===== src/rtl/spx_pkg.sv =====
// ----------------------------------------------------------------------------
// spx_pkg
// Types, command codes and helper functions of the XOR sprite blitter.
// ----------------------------------------------------------------------------
package spx_pkg;

  localparam logic [2:0] MODE_INIT = 3'd0;
  localparam logic [2:0] MODE_DRAW = 3'd1;
  localparam logic [2:0] MODE_MOVE = 3'd2;
  localparam logic [2:0] MODE_HIT  = 3'd3;
  localparam logic [2:0] MODE_WPIX = 3'd4;
  localparam logic [2:0] MODE_RPIX = 3'd5;

  localparam logic [2:0] OP_INIT = 3'd0;
  localparam logic [2:0] OP_DRAW = 3'd1;
  localparam logic [2:0] OP_MOVE = 3'd2;
  localparam logic [2:0] OP_HIT  = 3'd3;
  localparam logic [2:0] OP_WPIX = 3'd4;
  localparam logic [2:0] OP_RPIX = 3'd5;
  localparam logic [2:0] OP_NOP  = 3'd6;

  localparam logic [1:0] KIND_REUSE = 2'd0;
  localparam logic [1:0] KIND_MUL   = 2'd1;
  localparam logic [1:0] KIND_PLAIN = 2'd2;

  localparam logic [7:0] COLL_FLAG = 8'h80;
  localparam logic [7:0] HIT_X     = 8'h01;
  localparam logic [7:0] HIT_Y     = 8'h02;
  localparam logic [7:0] COL_RESET = 8'hff;

  typedef struct packed {
    logic [2:0]        op;
    logic [4:0]        id;
    logic [15:0]       px;
    logic [15:0]       py;
    logic [7:0]        col;
    logic [63:0]       pat;
    logic [1:0]        kind;
    logic signed [1:0] wdx;
    logic signed [1:0] wdy;
  } cmd_t;

  typedef struct packed {
    logic [15:0] x;
    logic [15:0] y;
    logic [1:0]  sx;
    logic [1:0]  sy;
    logic [7:0]  col;
    logic        vis;
    logic [63:0] bmp;
  } spr_t;

  localparam spr_t SPR_RESET = '{x: 16'd0, y: 16'd0, sx: 2'd0, sy: 2'd0,
                                 col: COL_RESET, vis: 1'b0, bmp: 64'd0};

  function automatic logic pat_bit(logic [63:0] bmp, logic [2:0] r, logic [2:0] c);
    return bmp[6'd63 - {r, c}];
  endfunction

  function automatic logic signed [1:0] step_dec(logic [1:0] v);
    return v[1] ? 2'sb11 : $signed({1'b0, v[0]});
  endfunction

  function automatic logic signed [1:0] word_step(logic [15:0] w);
    logic signed [1:0] s;
    if (w[15:8] > 8'h80) begin
      s = 2'sb11;
    end else if (w[7:0] == 8'd0) begin
      s = 2'sb00;
    end else begin
      s = 2'sb01;
    end
    return s;
  endfunction

  function automatic logic signed [1:0] step_mul(logic signed [1:0] a,
                                                 logic signed [1:0] b);
    logic signed [1:0] s;
    if (a == 2'sb00 || b == 2'sb00) begin
      s = 2'sb00;
    end else if (a == b) begin
      s = 2'sb01;
    end else begin
      s = 2'sb11;
    end
    return s;
  endfunction

endpackage


===== src/rtl/spx_fifo.sv =====
// ----------------------------------------------------------------------------
// spx_fifo
// Two-entry command queue between the front end and the execution engine.
// ----------------------------------------------------------------------------
module spx_fifo
  import spx_pkg::*;
(
  input  logic clk,
  input  logic rst_n,
  input  logic wr,
  input  cmd_t wr_cmd,
  output logic q_full,
  input  logic rd,
  output cmd_t rd_cmd,
  output logic q_empty
);

  cmd_t       mem_r [2];
  logic       wp_r, rp_r;
  logic [1:0] cnt_r;

  assign q_full  = (cnt_r == 2'd2);
  assign q_empty = (cnt_r == 2'd0);
  assign rd_cmd  = mem_r[rp_r];

  always_ff @(posedge clk) begin
    if (wr) begin
      mem_r[wp_r] <= wr_cmd;
    end
  end

  always_ff @(posedge clk) begin
    if (!rst_n) begin
      wp_r  <= 1'b0;
      rp_r  <= 1'b0;
      cnt_r <= 2'd0;
    end else begin
      if (wr) begin
        wp_r <= ~wp_r;
      end
      if (rd) begin
        rp_r <= ~rp_r;
      end
      cnt_r <= cnt_r + {1'b0, wr} - {1'b0, rd};
    end
  end

endmodule


===== config.mk =====
export PLATFORM = sky130hd
export DESIGN_NAME = spx_fifo
export DESIGN_NICKNAME = d
export VERILOG_FILES = /design/src/rtl/spx_pkg.sv /design/src/rtl/spx_fifo.sv
export SDC_FILE = /design/constraint.sdc
export NUM_CORES = 1
export LEC_CHECK = 0
export ABC_CLOCK_PERIOD_IN_PS = 8580
export BUFFER_PORTS_ARGS = -buffer_cell sky130_fd_sc_hd__buf_2
export CORE_MARGIN = 1.5
export CORE_UTILIZATION = 40
export CTS_CLUSTER_DIAMETER = 40
export CTS_CLUSTER_SIZE = 10
export DETAILED_ROUTE_END_ITERATION = 7
export GPL_TIMING_DRIVEN = 0
export SYNTH_ARGS = -nofsm -noshare
export SYNTH_HDL_FRONTEND = slang
export SYNTH_SLANG_ARGS = --single-unit
export TNS_END_PERCENT = 5

===== constraint.sdc =====
create_clock -name clk -period 8.58 [get_ports clk]
set_input_delay 0.429 -clock clk [delete_from_list [all_inputs] [get_ports clk]]
set_output_delay 0.429 -clock clk [all_outputs]
set_load 0.005 [all_outputs]

==> flow_summary.ini <==
[timing]
worst_pin_slew_ns = 0.7781
finalCriticalPeriod_ns = 2.230
setup_violations = 0
rsz0062_at_grt = no
skew_ns = 0.008953
finalCritPeriodShare = 0.2599
maxSlewHeadroom = 0.4813
hold_ws_ns = 0.1302
setup_ws_ns = 6.350
drv_slew = 0
hold_viol = 0
fin_setup_tns_ns = 0
max_freq_mhz = 448.5

[global_routing]
grt_pass1_wl_microns = 24630
antenna_found_initial = 0
grt_max_degree = 68
grt_util_all_layers = 0.1438
overflow = 0
grt_pass1_vias = 4822

[synthesis]
synth.most_common_cell = edfxtp_1
synth_top_area_share = 0.8048
avgSynthCellArea_sq_um = 22.70
synthXorXnorAreaFrac = 0.003552
synth_compound_area_frac = 0.0008525
synth_top_cells_by_count = edfxtp_1, mux2_2, mux2_4
synthAdderAreaFrac = 0.002842
synth_top_area_cell = edfxtp_1
synthSimpleGateAreaFrac = 0.006110
synthArstFlopShare = 0
synth_top_family_by_area = multiplexers
synth-main-ff-cell = edfxtp_1
synthesis.nets = 512
yosysSeqAreaShare = 0.8161
ys_types = 14
synth_mux_area_frac = 0.1594
syn_inst = 388
synth_enable_flop_cells = 236
synth_seq_cells = 241
yosysWarnings = 0
synthTopCellsByArea = edfxtp_1, mux2_2, mux2_4
syn_area_sq_um = 8806

[critical_path]
endpoint = rd_cmd[14]
crit_type = register to output pin
cp-end-kind = output pin
r2r_end = mem_r[1][1]$_DFFE_PP_
ff2ff_setup_slack_ns = 6.73
cp.arrival_ns = 1.80
cp-start-kind = register
crit_fanout = 10
rr_worst_depth = 2
r2r-start = wp_r$_SDFFE_PN0P_
required_ns = 8.15

[status]
status = finished, final reports clean

[layout]
multi_input_area_sq_um = 1531
drive_gt1_frac = 0.6139
final_cells = 969
fillers = 1769
fin_nets = 794
syn_to_final_growth_pct = 30.55
fin_area_sq_um = 11500
seqCellArea_sq_um = 7187
n_antenna_cell = 0
post-route-util = 0.5301

[pwr]
comb_power_share = 0.091
leakage_nw = 4.401
p_sw_mw = 0.5880
p_clk_frac = 0.428
power-per-cell-area_nw_per_um2 = 249.6
p_seq_frac = 0.480
internal-power_mw = 2.281
finalPower_mw = 2.869
ir_drop_v = 0.0001644
swShare = 0.2050

[clock_network]
cts_buffers = 34
hold_buffers = 0
clkLatencyLatePin_ns = 0.49
tritoncts = yes
clock_sinks = 241
clock-root-buffer = clkbuf_16
h-tree-depth = 2
post_cts_resized = 0
clock_path_buffers = 3
cts.clk_slew.worst_paths_ns = 0.05
post_cts_buffers = 0

[place]
gp_congestion = 0.6947
dp_cells = 914
placed_cell_area_sq_um = 10490
dp_hpwl_microns = 11520
place_ws_ns = 6.459
place.port_buffers = 241

[drt]
final_antenna_net_count = 0
num_vias = 4535
dr.pass1.iters = 4
wirelength_microns = 16940
via_per_inst = 4.680
drt-initial-drc-count = 159
drc = 0
wire_per_inst_microns = 17.48

[floorplan]
die-height_microns = 151.4
start_util = 0.4060
dieArea_sq_um = 22910
num_io_pins = 242
rows = 54
core_area_sq_um = 21690
die_x_microns = 151.4

[flow_run]
maxCapViolCount = 0

[min_path]
hold_class = input port to register
-- cells by family after synthesis --
family | Yosys count
XOR/XNOR | 2
AO/OA/AOI/OAI | 1
flip-flops | 241
multiplexers | 118
AND/OR/NAND/NOR | 9
adder cells (fa/ha/maj) | 2
buffers and inverters | 15
-- critical path, stage by stage (launching register included) --
cell     delay (ns)
dfxtp_1        0.33
buf_6          0.17
buf_2          0.31
mux2_2         0.38
buf_2          0.13
-- cell usage in the layout, fill, tap and decap left out, types with 4 or more instances in the layout --
| cell type | netlist | final |
|---|---|---|
| buf_2 | 9 | 250 |
| buf_6 | 4 | 4 |
| edfxtp_1 | 236 | 236 |
| clkbuf_16 | 0 | 35 |
| clkbuf_1 | 0 | 5 |
| mux2_2 | 98 | 98 |
| clkinv_1 | 0 | 6 |
| mux2_4 | 20 | 20 |
| dfxtp_1 | 5 | 5 |
-- how the worst min path moves through the flow --
stage	start	endpoint	slack (ns)	depth (start not counted)
2_1_floorplan	wr_cmd[0]	mem_r[0][0]$_DFFE_PP_	0.53	0
3_3_place_gp	rp_r$_SDFFE_PN0P_	rp_r$_SDFFE_PN0P_	0.57	2
3_5_place_dp	rp_r$_SDFFE_PN0P_	rp_r$_SDFFE_PN0P_	0.60	2
4_1_cts	wr_cmd[29]	mem_r[0][29]$_DFFE_PP_	0.10	1
5_1_grt	wr_cmd[108]	mem_r[1][108]$_DFFE_PP_	0.10	1
6_report	wr_cmd[114]	mem_r[0][114]$_DFFE_PP_	0.13	1
-- layer usage --
metal	wire length [microns]	vias to the layer above	GRT usage
li1	-	2114	-
met1	6293	2220	0.1589
met2	8723	165	0.2464
met3	1410	36	0.05271
met4	507	0	0.06553
met5	0	-	0
-- power by group through the flow --
stage | registers [mW] | logic (mW) | clock network, mW
6_report | 1.38 | 0.262 | 1.23
5_1_grt | 1.38 | 0.287 | 1.31
4_1_cts | 1.38 | 0.269 | 1.26
3_5_place_dp | 1.40 | 0.267 | 0
3_3_place_gp | 1.41 | 0.251 | 0
2_1_floorplan | 1.41 | 0.137 | 0
-- final cells by class --
cell class / count / area share
flip-flops and latches: 241 / 0.6252
multi-input cells: 132 / 0.1332
repair buffers: 246 / 0.1149
clock buffers: 41 / 0.07902
well taps: 280 / 0.03047
clock inverters: 14 / 0.008707
plain buffers: 13 / 0.007836
inverters: 2 / 0.0006530
-- sequential cells by signal, summed over array words and instances, names as in the netlist, named ones only --
| register | cells |
|---|---|
| cnt_r | 2 |
| rp_r | 1 |
| wp_r | 1 |
| mem_r | 236 |
Note: power is estimated with default switching activity, not from simulation.
