--- config.mk ---
export PLATFORM = sky130hd
export DESIGN_NAME = spx_front
export DESIGN_NICKNAME = d
export VERILOG_FILES = /design/src/rtl/spx_pkg.sv /design/src/rtl/spx_front.sv
export SDC_FILE = /design/constraint.sdc
export NUM_CORES = 1
export LEC_CHECK = 0
export ABC_CLOCK_PERIOD_IN_PS = 1500
export BUFFER_PORTS_ARGS = -buffer_cell sky130_fd_sc_hd__buf_2
export CAP_MARGIN = 20
export CORE_AREA = 2 2 95 97
export DETAILED_ROUTE_END_ITERATION = 16
export DIE_AREA = 0 0 97 99
export SETUP_SLACK_MARGIN = 0.02
export SLEW_MARGIN = 25
export SYNTH_ARGS = -nofsm -noshare
export SYNTH_HDL_FRONTEND = slang
export SYNTH_SLANG_ARGS = --single-unit
--- constraint.sdc ---
create_clock -name vclk -period 1.5
set_input_delay 0.15 -clock vclk [all_inputs]
set_output_delay 0.15 -clock vclk [all_outputs]
set_load 0.01 [all_outputs]
--- src/rtl/spx_pkg.sv ---
// ----------------------------------------------------------------------------
// spx_pkg
// Types, command codes and helper functions of the XOR sprite blitter.
// ----------------------------------------------------------------------------
package spx_pkg;

  localparam logic [2:0] MODE_INIT = 3'd0;
  localparam logic [2:0] MODE_DRAW = 3'd1;
  localparam logic [2:0] MODE_MOVE = 3'd2;
  localparam logic [2:0] MODE_HIT  = 3'd3;
  localparam logic [2:0] MODE_WPIX = 3'd4;
  localparam logic [2:0] MODE_RPIX = 3'd5;

  localparam logic [2:0] OP_INIT = 3'd0;
  localparam logic [2:0] OP_DRAW = 3'd1;
  localparam logic [2:0] OP_MOVE = 3'd2;
  localparam logic [2:0] OP_HIT  = 3'd3;
  localparam logic [2:0] OP_WPIX = 3'd4;
  localparam logic [2:0] OP_RPIX = 3'd5;
  localparam logic [2:0] OP_NOP  = 3'd6;

  localparam logic [1:0] KIND_REUSE = 2'd0;
  localparam logic [1:0] KIND_MUL   = 2'd1;
  localparam logic [1:0] KIND_PLAIN = 2'd2;

  localparam logic [7:0] COLL_FLAG = 8'h80;
  localparam logic [7:0] HIT_X     = 8'h01;
  localparam logic [7:0] HIT_Y     = 8'h02;
  localparam logic [7:0] COL_RESET = 8'hff;

  typedef struct packed {
    logic [2:0]        op;
    logic [4:0]        id;
    logic [15:0]       px;
    logic [15:0]       py;
    logic [7:0]        col;
    logic [63:0]       pat;
    logic [1:0]        kind;
    logic signed [1:0] wdx;
    logic signed [1:0] wdy;
  } cmd_t;

  typedef struct packed {
    logic [15:0] x;
    logic [15:0] y;
    logic [1:0]  sx;
    logic [1:0]  sy;
    logic [7:0]  col;
    logic        vis;
    logic [63:0] bmp;
  } spr_t;

  localparam spr_t SPR_RESET = '{x: 16'd0, y: 16'd0, sx: 2'd0, sy: 2'd0,
                                 col: COL_RESET, vis: 1'b0, bmp: 64'd0};

  function automatic logic pat_bit(logic [63:0] bmp, logic [2:0] r, logic [2:0] c);
    return bmp[6'd63 - {r, c}];
  endfunction

  function automatic logic signed [1:0] step_dec(logic [1:0] v);
    return v[1] ? 2'sb11 : $signed({1'b0, v[0]});
  endfunction

  function automatic logic signed [1:0] word_step(logic [15:0] w);
    logic signed [1:0] s;
    if (w[15:8] > 8'h80) begin
      s = 2'sb11;
    end else if (w[7:0] == 8'd0) begin
      s = 2'sb00;
    end else begin
      s = 2'sb01;
    end
    return s;
  endfunction

  function automatic logic signed [1:0] step_mul(logic signed [1:0] a,
                                                 logic signed [1:0] b);
    logic signed [1:0] s;
    if (a == 2'sb00 || b == 2'sb00) begin
      s = 2'sb00;
    end else if (a == b) begin
      s = 2'sb01;
    end else begin
      s = 2'sb11;
    end
    return s;
  endfunction

endpackage

--- src/rtl/spx_front.sv ---
// ----------------------------------------------------------------------------
// spx_front
// Accepts commands, checks sprite ids and decodes move steps into a command.
// ----------------------------------------------------------------------------
module spx_front
  import spx_pkg::*;
#(
  parameter int SPRITE_COUNT = 32
) (
  input  logic        push,
  output logic        full,
  input  logic [2:0]  in_mode,
  input  logic [4:0]  in_sprite_id,
  input  logic [15:0] in_pos_x,
  input  logic [15:0] in_pos_y,
  input  logic [7:0]  in_colour,
  input  logic [63:0] in_pattern,
  input  logic [7:0]  in_move_kind,
  input  logic        clearing,
  input  logic        q_full,
  output logic        q_wr,
  output cmd_t        q_cmd
);

  logic id_bad;

  assign full   = q_full || clearing;
  assign q_wr   = push && !full;
  assign id_bad = (32'(in_sprite_id) >= 32'(SPRITE_COUNT));

  always_comb begin
    q_cmd     = '0;
    q_cmd.id  = in_sprite_id;
    q_cmd.px  = in_pos_x;
    q_cmd.py  = in_pos_y;
    q_cmd.col = in_colour;
    q_cmd.pat = in_pattern;
    q_cmd.wdx = word_step(in_pos_x);
    q_cmd.wdy = word_step(in_pos_y);
    if (in_move_kind == 8'd0) begin
      q_cmd.kind = KIND_REUSE;
    end else if (in_move_kind == 8'd1) begin
      q_cmd.kind = KIND_MUL;
    end else begin
      q_cmd.kind = KIND_PLAIN;
    end
    unique case (in_mode)
      MODE_INIT: q_cmd.op = id_bad ? OP_NOP : OP_INIT;
      MODE_DRAW: q_cmd.op = id_bad ? OP_NOP : OP_DRAW;
      MODE_MOVE: q_cmd.op = id_bad ? OP_NOP : OP_MOVE;
      MODE_HIT:  q_cmd.op = id_bad ? OP_NOP : OP_HIT;
      MODE_WPIX: q_cmd.op = OP_WPIX;
      MODE_RPIX: q_cmd.op = OP_RPIX;
      default:   q_cmd.op = OP_NOP;
    endcase
  end

endmodule

==> results.md, run 1 <==
- 1st-iter DRT viols: 1
- Fmax: 644 MHz
- Antenna cells: 0
- Syn_nets: 254
- Crit path DAT: 1.40 ns
- Dominant cell type by area after synthesis: buf_4
- Synth warnings: 0
- Detail-routed via count per cell: 3.06
- First-pass GRT wire length: about 3300 µm
- Full die area: 9600 µm²
- Adder-cell share of the synthesized area: 0%
- CP Class: primary input to output pin
- FF+latch count: 0
- Die X: between 90 and 100 µm
- Routed Antenna Nets: 0
- Post-Route Setup TNS: -0.0537 ns
- Global route overflow: 0
- Gpl congestion: between 0.6 and 0.7
- Combinational Power Share: 100.0%
- Post-CTS setup buffer count: 0
- Initial antenna violation count: 0
- First-pass detailed-route iteration total: 2
- Row count: 34
- Syn Std Cell Area: 953 µm²
- Hold endpoint: q_cmd[110]
- CP max stage cell: or4_4
- Final period util: 104%
- WL per Instance: 11.5 µm
- Initial Util: 11.2%
- # port buffers: 89
- Placed cell count: between 200 and 250
- Total Routing Usage GR: ~4.4%
- Nets: 234
- Pre-CTS setup slack: -0.0615 ns
- Min Hold Slack: 0.300 ns
- Post-Synth XOR/XNOR Area: 0%
- Int Power: 0.0898 mW
- Drt drc: 0
- Synth top area share: 85.8%
- Critical Path Fanout Max: 2
- Largest net degree at the start of global routing: 3
- Vias in the first global route: 648
- Slew HR: slightly below 80%
- P&R area growth vs syn: -22.2%
- Critical Path End Type: output pin
- Sequential area share after synthesis: 0%
- Largest cells by area after synthesis: buf_4 86%, nor4_1 3.9%, a21boi_0 2.4%
- Hold wc startpoint: in_sprite_id[0]
- Ports: approximately 240
- Startpoint types: primary input
- Total wire length: 2490 µm
- Max-slew violation count: 0
- Non-Filler Instances: 217
- Leakage power: 0.392 nW
- Die Height: 99 µm
- Worst IR drop on VDD: 49.6 µV
- Fraction of the mapped netlist area in compound gates: 2.36%
- Post-synthesis cell count: 131
- Cts hold-fix bufs: 0
- Sw Share: 47.8%
- Psw: a little over 0.08 mW
- Clkbuf count: 0
- Hold path cells: 0
- Cell Chain, Critical Path: buf_6, or4_4, or4_4, nor2_4, buf_6
- Total number of vias: between 600 and 700
- Core Footprint: 8550 µm²
- Min Tclk post-route: 1.55 ns
- Pwr Total: 0.172 mW
- Slowest stage delay, CP: between 0.5 and 0.6 ns
- Proportion of layout cells with a drive suffix above 1: 85.3%
- Reg power frac: 0%
- Fin worst setup slack: -0.0537 ns
- RSZ-0062 raised after global routing: yes
- Failing checks: negative setup slack
- Synth Area in Simple Gates: 10.2%
- Clock power frac: 0%
- FF+latch area: 0 µm²
- Worst Hold Class: primary input to output pin
- P per Cell Area: around 230 nW/µm²
- Outcome: complete, but fails checks
- Setup violators final: 1
- Worst Path Required: 1.35 ns
- Avg Cell Area, Syn: about 7.3 µm²
- Count of different cell masters after synthesis: 12
- Largest family of logic cells by synthesized area: buffers and inverters
- Pin slew with the least headroom to its limit: about 0.32 ns
- Mux cell area share after synthesis: 0%
- Fin. Hold Viols: 0
- Max Cap Viol: 0
-- kinds of logic (layout without fill, tap and decap cells) --
logic type,after synthesis,in the layout
AO/OA/AOI/OAI,3,3
buffers and inverters,113,91
AND/OR/NAND/NOR,15,15
-- how the worst max path moves through the flow --
stage / start / slack (ns) / end
after floorplan: in_move_kind[2] / 0.10 / q_cmd[4]
after global routing: in_move_kind[2] / -0.09 / q_cmd[4]
final: in_move_kind[2] / -0.05 / q_cmd[4]
after global placement: in_move_kind[2] / -0.03 / q_cmd[4]
after CTS: in_move_kind[2] / -0.06 / q_cmd[4]
after detailed placement: in_move_kind[2] / -0.06 / q_cmd[4]
-- cell usage in the layout (no fill, tap or decap) --
master    instances
a21boi_0          3
buf_2            85
buf_6             4
inv_1             2
nand3b_1          2
nor2_1            1
nor2_4            1
nor3_1            2
nor4_1            6
or2_2             1
or4_4             2
-- power groups by stage --
stage / logic, mW / registers, mW / clock network [mW]
2_1_floorplan: 0.319 / 0 / 0
3_3_place_gp: 0.167 / 0 / 0
3_5_place_dp: 0.170 / 0 / 0
4_1_cts: 0.175 / 0 / 0
5_1_grt: 0.187 / 0 / 0
6_report: 0.172 / 0 / 0
-- synth_stat cells --
cell      count
inv_1         2
nor3_1        2
or4_1         1
nor2_1        1
clkbuf_1      2
nor4_1        6
a21boi_0      3
or4_4         1
or2_2         1
buf_4       109
nand3b_1      2
nor2_2        1
-- critical path: cells and delay by family --
kind	cells	cell delay (ns)
buf+inv	2	0.19
simple gates	3	1.07
-- what timing repair did --
item,in CTS,in global routing
endpoints found under the hold margin,0,0
setup endpoints to repair,2,2
resized for setup,4,2
-- routing by layer --
metal | vias to the layer above | share of wire [%] | global-route usage, %
met1 | 254 | 20 | 2.85
met3 | 38 | 21 | 2.55
met5 | - | 0 | 0
met2 | 110 | 48 | 7.91
li1 | 262 | - | -
met4 | 0 | 11 | 4.77
-- final cells by class --
type | count | area, µm²
fillers | 1011 | 7810
repair buffers | 89 | 470
well taps | 108 | 135
multi-input cells | 18 | 129
inverters | 2 | 7.51
-- per-stage QoR --
step                instance area [µm²]  util, %
finish                              742     8.68
global route                        742     8.68
CTS                                 731     8.55
detailed placement                  708     8.28
global placement                    708     8.28
floorplan                           953        -
No activity file was read; power rests on OpenSTA's default activity.
==> run 2: changes to the inputs <==
Settings changed: BUFFER_PORTS_ARGS -buffer_cell sky130_fd_sc_hd__buf_2 to default, CORE_AREA 2 2 95 97 to 2 2 94 96, DIE_AREA 0 0 97 99 to 0 0 96 98, DONT_BUFFER_PORTS from default to 1.
==> run 2 against run 1 <==
The flow now finishes without violations. Count of clock-buffer cells in the layout stayed put. First-iteration DRC count rose to 5.0 times the previous value. Non-clock buffer count shrank 88. Critical path type unchanged. Critical endpoint is now q_cmd[5]. Largest cell class is now tap cells. Largest power group unchanged.
==> results.md, run 2 (synthesized netlist as in run 1, its figures left out) <==
- Proportion of layout cells with a drive suffix above 1: 19.0% (-66 points)
- Row count: 34 (unchanged)
- Worst IR drop on VDD: 13.3 µV (-73%)
- First-pass detailed-route iteration total: 2 (unchanged)
- GR peak layer: met4
- Vias in the first global route: 417 (-36%)
- Fin. Hold Viols: 0 (unchanged)
- Gpl congestion: 0.457 (-34%)
- Worst Hold Class: primary input to output pin
- 1st-iter DRT viols: 5 (+4)
- Critical Path Fanout Max: 2 (unchanged)
- Hold endpoint: q_cmd[78]
- Grt met1 use: 1.26% (-1.6 points)
- CTS resizes: 0 (-4)
- P per Cell Area: 68.4 nW/µm² (-71%)
- Final period util: 95.3% (-8.3 points)
- FF+latch count: 0 (unchanged)
- # port buffers: 0 (-100%)
- Max Cap Viol: 0 (unchanged)
- Pin slew with the least headroom to its limit: 0.492 ns (+0.175 ns)
- FF+latch area: 0 µm² (unchanged)
- P&R area growth vs syn: -71.7%
- Global route overflow: 0 (unchanged)
- Die Height: 98 µm (-1.0%)
- RSZ-0062 raised after global routing: yes
- Hold wc startpoint: in_pos_y[0]
- Total Routing Usage GR: 3.14% (-1.2 points)
- Most common cell after layout, fill and taps aside: nor4_1
- Initial Util: 11.3% (+0.11 points)
- Die X: 96 µm (-1.0%)
- Post-CTS setup buffer count: 0 (unchanged)
- Core Footprint: 8470 µm² (-1.0%)
- Setup violators final: 0 (-1)
- Nets: 146 (-38%)
- Total wire length: 1780 µm (-29%)
- Clkbuf count: 0 (unchanged)
- Worst Path Required: 1.35 ns (about the same)
- GRT met3 Usage: 2.85% (+0.30 points)
- Final HPWL DP: approximately 1600 µm
- Total number of vias: 355 (-47%)
- Critical Path End Type: output pin
- Post-Route Setup TNS: 0 ns (+0.0537 ns)
- Startpoint types: primary input
- CP Class: primary input to output pin
- Initial antenna violation count: 0 (unchanged)
- Crit path DAT: 1.28 ns (-0.12 ns)
- Slew HR: 66.9% (-12 points)
- Fillers: 993 (-1.8%)
- Critical Path Start: in_move_kind[2]
- Antenna cells: 0 (unchanged)
- Drt drc: 0 (unchanged)
- Largest net degree at the start of global routing: 3 (unchanged)
- Commonest cells after routing, fill and taps aside: 6 x nor4_1, 3 x a21boi_0, 2 x inv_1, 2 x nor3_1, 2 x nand3b_1
- Cts hold-fix bufs: 0 (unchanged)
- Fmax: 700 MHz (+8.7%)
- Routed Antenna Nets: 0 (unchanged)
- Detail-routed via count per cell: 2.75 (-10%)
- WL per Instance: 13.8 µm (+20%)
- Pre-CTS setup slack: 0.0656 ns (+0.127 ns)
- Max-slew violation count: 0 (unchanged)
- Fin worst setup slack: 0.0709 ns (+0.125 ns)
- Ports: 243 (unchanged)
- M2 GR Usage: 4.22% (-3.7 points)
- Full die area: 9410 µm² (-2.0%)
- Leakage power: 0.0380 nW (-90%)
- Outcome: completed
- Final core utilization: 3.19% (-5.5 points)
- Min Tclk post-route: 1.43 ns (-0.125 ns)
- First-pass GRT wire length: 2190 µm (-34%)
- Pwr Total: 0.0185 mW (-89%)
- Hold path cells: 0 (unchanged)
==> run 2: cell count changes in the layout (fill, tap and decap cells not counted) <==
cell	change
or4_1	+1
or4_4	-1
buf_4	+1
nor2_4	-1
nor2_2	+1
buf_2	-85
buf_6	-4
==> run 2: worst max-delay path, cell delays in order <==
cell and delay, ns:
or4_1 0.53, or4_4 0.44, buf_4 0.16
==> run 2: layout make-up <==
class | instances | area, µm² | area share (%)
well taps | 108 | 135 | 50.0
inverters | 2 | 7.51 | 2.78
repair buffers | 1 | 7.51 | 2.78
multi-input cells | 18 | 120 | 44.4
==> run 2: report_power, final <==
part	internal [mW]	switching [mW]	total [mW]
logic	0.00829	0.0102	0.0185
clock network	0	0	0
registers	0	0	0
total	0.00829	0.0102	0.0185
==> run 2: worst max path at each step <==
stage               slack [ns]  endpoint  depth (start not counted)
CTS                       0.06  q_cmd[5]                          3
global route              0.02  q_cmd[5]                          3
finish                    0.07  q_cmd[5]                          3
global placement          0.06  q_cmd[5]                          3
floorplan                 0.10  q_cmd[4]                          3
detailed placement        0.07  q_cmd[5]                          3
==> run 2: layer usage <==
metal | part of all wire [%] | wire (µm)
met4 | 18 | 323
met3 | 26 | 459
met2 | 40 | 720
met1 | 16 | 277
met5 | 0 | 0
==> run 2: metrics by stage <==
step | hold WS [ns] | std cells | instance area [µm²]
2_1_floorplan | 0.387 | 131 | 953
3_3_place_gp | 0.300 | 129 | 270
3_5_place_dp | 0.300 | 129 | 270
4_1_cts | 0.300 | 129 | 270
5_1_grt | 0.300 | 129 | 270
6_report | 0.300 | 129 | 270
==> run 3: changes to the inputs <==
Settings changed: CELL_PAD_IN_SITES_DETAIL_PLACEMENT from default to 0, CELL_PAD_IN_SITES_GLOBAL_PLACEMENT from default to 1, CORE_AREA 2 2 94 96 to 2 2 95 97, DIE_AREA 0 0 96 98 to 0 0 97 99, PLACE_DENSITY_LB_ADDON from default to 0.1.
==> run 3 against run 2 <==
Flip-flop and latch count unchanged. Fmax up 1.9%. Largest power group unchanged. Count of clock-buffer cells in the layout unchanged. Non-clock buffer count up 1. Worst hold slack about the same. Critical endpoint unchanged. Die area up 2.1%.
==> results.md, run 3 (synthesized netlist as in run 1, its figures left out) <==
- Worst IR drop on VDD: 22.0 µV (+66%)
- Crit path DAT: 1.25 ns (-0.03 ns)
- Leakage power: 0.0428 nW (+13%)
- Clkbuf count: 0 (unchanged)
- Die Height: 99 µm (+1.0%)
- Post-CTS setup buffer count: 0 (unchanged)
- RSZ-0062 raised after global routing: no
- Antenna cells: 0 (unchanged)
- Critical Path End Type: output pin
- Most common cell after layout, fill and taps aside: nor4_1
- Core Footprint: 8550 µm² (+1.0%)
- Pin slew with the least headroom to its limit: 0.436 ns (-0.0556 ns)
- Slew HR: 70.7% (+3.7 points)
- Routed Antenna Nets: 0 (unchanged)
- Total wire length: 2130 µm (+20%)
- 1st-iter DRT viols: 4 (-1)
- WL per Instance: 16.4 µm (+19%)
- # port buffers: 0 (unchanged)
- Worst Path Required: 1.35 ns (about the same)
- Initial antenna violation count: 0 (unchanged)
- First-pass detailed-route iteration total: 2 (unchanged)
- Commonest cells after routing, fill and taps aside: 6 x nor4_1, 3 x a21boi_0
- Detail-routed via count per cell: 2.65 (-3.8%)
- Fin. Hold Viols: 0 (unchanged)
- P&R area growth vs syn: -70.9%
- Row count: 34 (unchanged)
- FF+latch count: 0 (unchanged)
- Full die area: 9600 µm² (+2.1%)
- Min Tclk post-route: 1.40 ns (-0.0271 ns)
- Gpl congestion: 0.631 (+38%)
- Setup crit end: q_cmd[5]
- Placed cell count: 130 (+0.78%)
- Proportion of layout cells with a drive suffix above 1: 22.7% (+3.7 points)
- Vias in the first global route: 401 (-3.8%)
- Total Routing Usage GR: 3.51% (+0.37 points)
- Critical Path Start: in_move_kind[2]
- Hold path cells: 0 (unchanged)
- Setup violators final: 0 (unchanged)
- Cts hold-fix bufs: 0 (unchanged)
- CP Class: primary input to output pin
- P per Cell Area: 74.9 nW/µm² (+9.5%)
- Max Cap Viol: 0 (unchanged)
- Final HPWL DP: 1960 µm (+24%)
- Die X: 97 µm (+1.0%)
- Nets: 147 (+0.68%)
- Final period util: 93.5% (-1.8 points)
- Non-Filler Instances: 130 (+0.78%)
- Outcome: completed
- CTS resizes: 0 (unchanged)
- Drt drc: 0 (unchanged)
- Largest net degree at the start of global routing: 3 (unchanged)
- Critical Path Fanout Max: 2 (unchanged)
- Post-Route Setup TNS: 0 ns (unchanged)
- Max-slew violation count: 0 (unchanged)
- Global route overflow: 0 (unchanged)
- Total number of vias: 344 (-3.1%)
- Ports: 243 (unchanged)
- First-pass GRT wire length: 2650 µm (+21%)
- Worst Hold Class: primary input to output pin
- FF+latch area: 0 µm² (unchanged)
- Fmax: 713 MHz (+1.9%)
- Startpoint types: primary input
- Initial Util: 11.2% (-0.11 points)
## run 3: cell count changes in the layout (fill, tap and decap cells not counted)
cell   delta
buf_4     +1
## run 3: critical path: stages
cell and delay [ns]:
or4_1 0.51, or4_4 0.43, buf_4 0.16
## run 3: layout make-up
| cell class | count | area [µm²] |
|---|---|---|
| fillers | 1013 | 8270 |
| repair buffers | 2 | 15.0 |
| well taps | 108 | 135 |
| multi-input cells | 18 | 120 |
| inverters | 2 | 7.51 |
## run 3: report_power, final
| part | internal (mW) | leakage (nW) | switching (mW) |
|---|---|---|---|
| clock | 0 | 0 | 0 |
| sequential | 0 | 0 | 0 |
| combinational | 0.0100 | 0.0428 | 0.0108 |
| total | 0.0100 | 0.0428 | 0.0108 |
## run 3: worst min path at each step
| stage | from | to | slack, ns |
|---|---|---|---|
| 4_1_cts | in_sprite_id[3] | q_cmd[113] | 0.30 |
| 3_3_place_gp | in_sprite_id[3] | q_cmd[113] | 0.30 |
| 5_1_grt | in_pos_x[11] | q_cmd[105] | 0.30 |
| 6_report | in_mode[2] | q_cmd[117] | 0.30 |
| 3_5_place_dp | in_sprite_id[3] | q_cmd[113] | 0.30 |
| 2_1_floorplan | push | q_wr | 0.39 |
## run 3: through the flow
step | power [mW] | area (µm²) | setup WS (ns) | util (%) | hold slack [ns]
after floorplan | 0.319 | 953 | 0.102 | - | 0.387
after global placement | 0.0221 | 278 | 0.0983 | 3.25 | 0.300
after detailed placement | 0.0217 | 278 | 0.102 | 3.25 | 0.300
after CTS | 0.0218 | 278 | 0.0937 | 3.25 | 0.300
after global routing | 0.0229 | 278 | 0.0777 | 3.25 | 0.300
final | 0.0208 | 278 | 0.0980 | 3.25 | 0.300
## run 3: routing by layer
layer  global-route usage (%)  vias up  part of all wire [%]
li1                         -       85                     -
met3                     3.19       44                    28
met5                        0        -                     0
met2                     7.00      108                    51
met1                    0.637      107                   8.1
met4                     4.98        0                    13
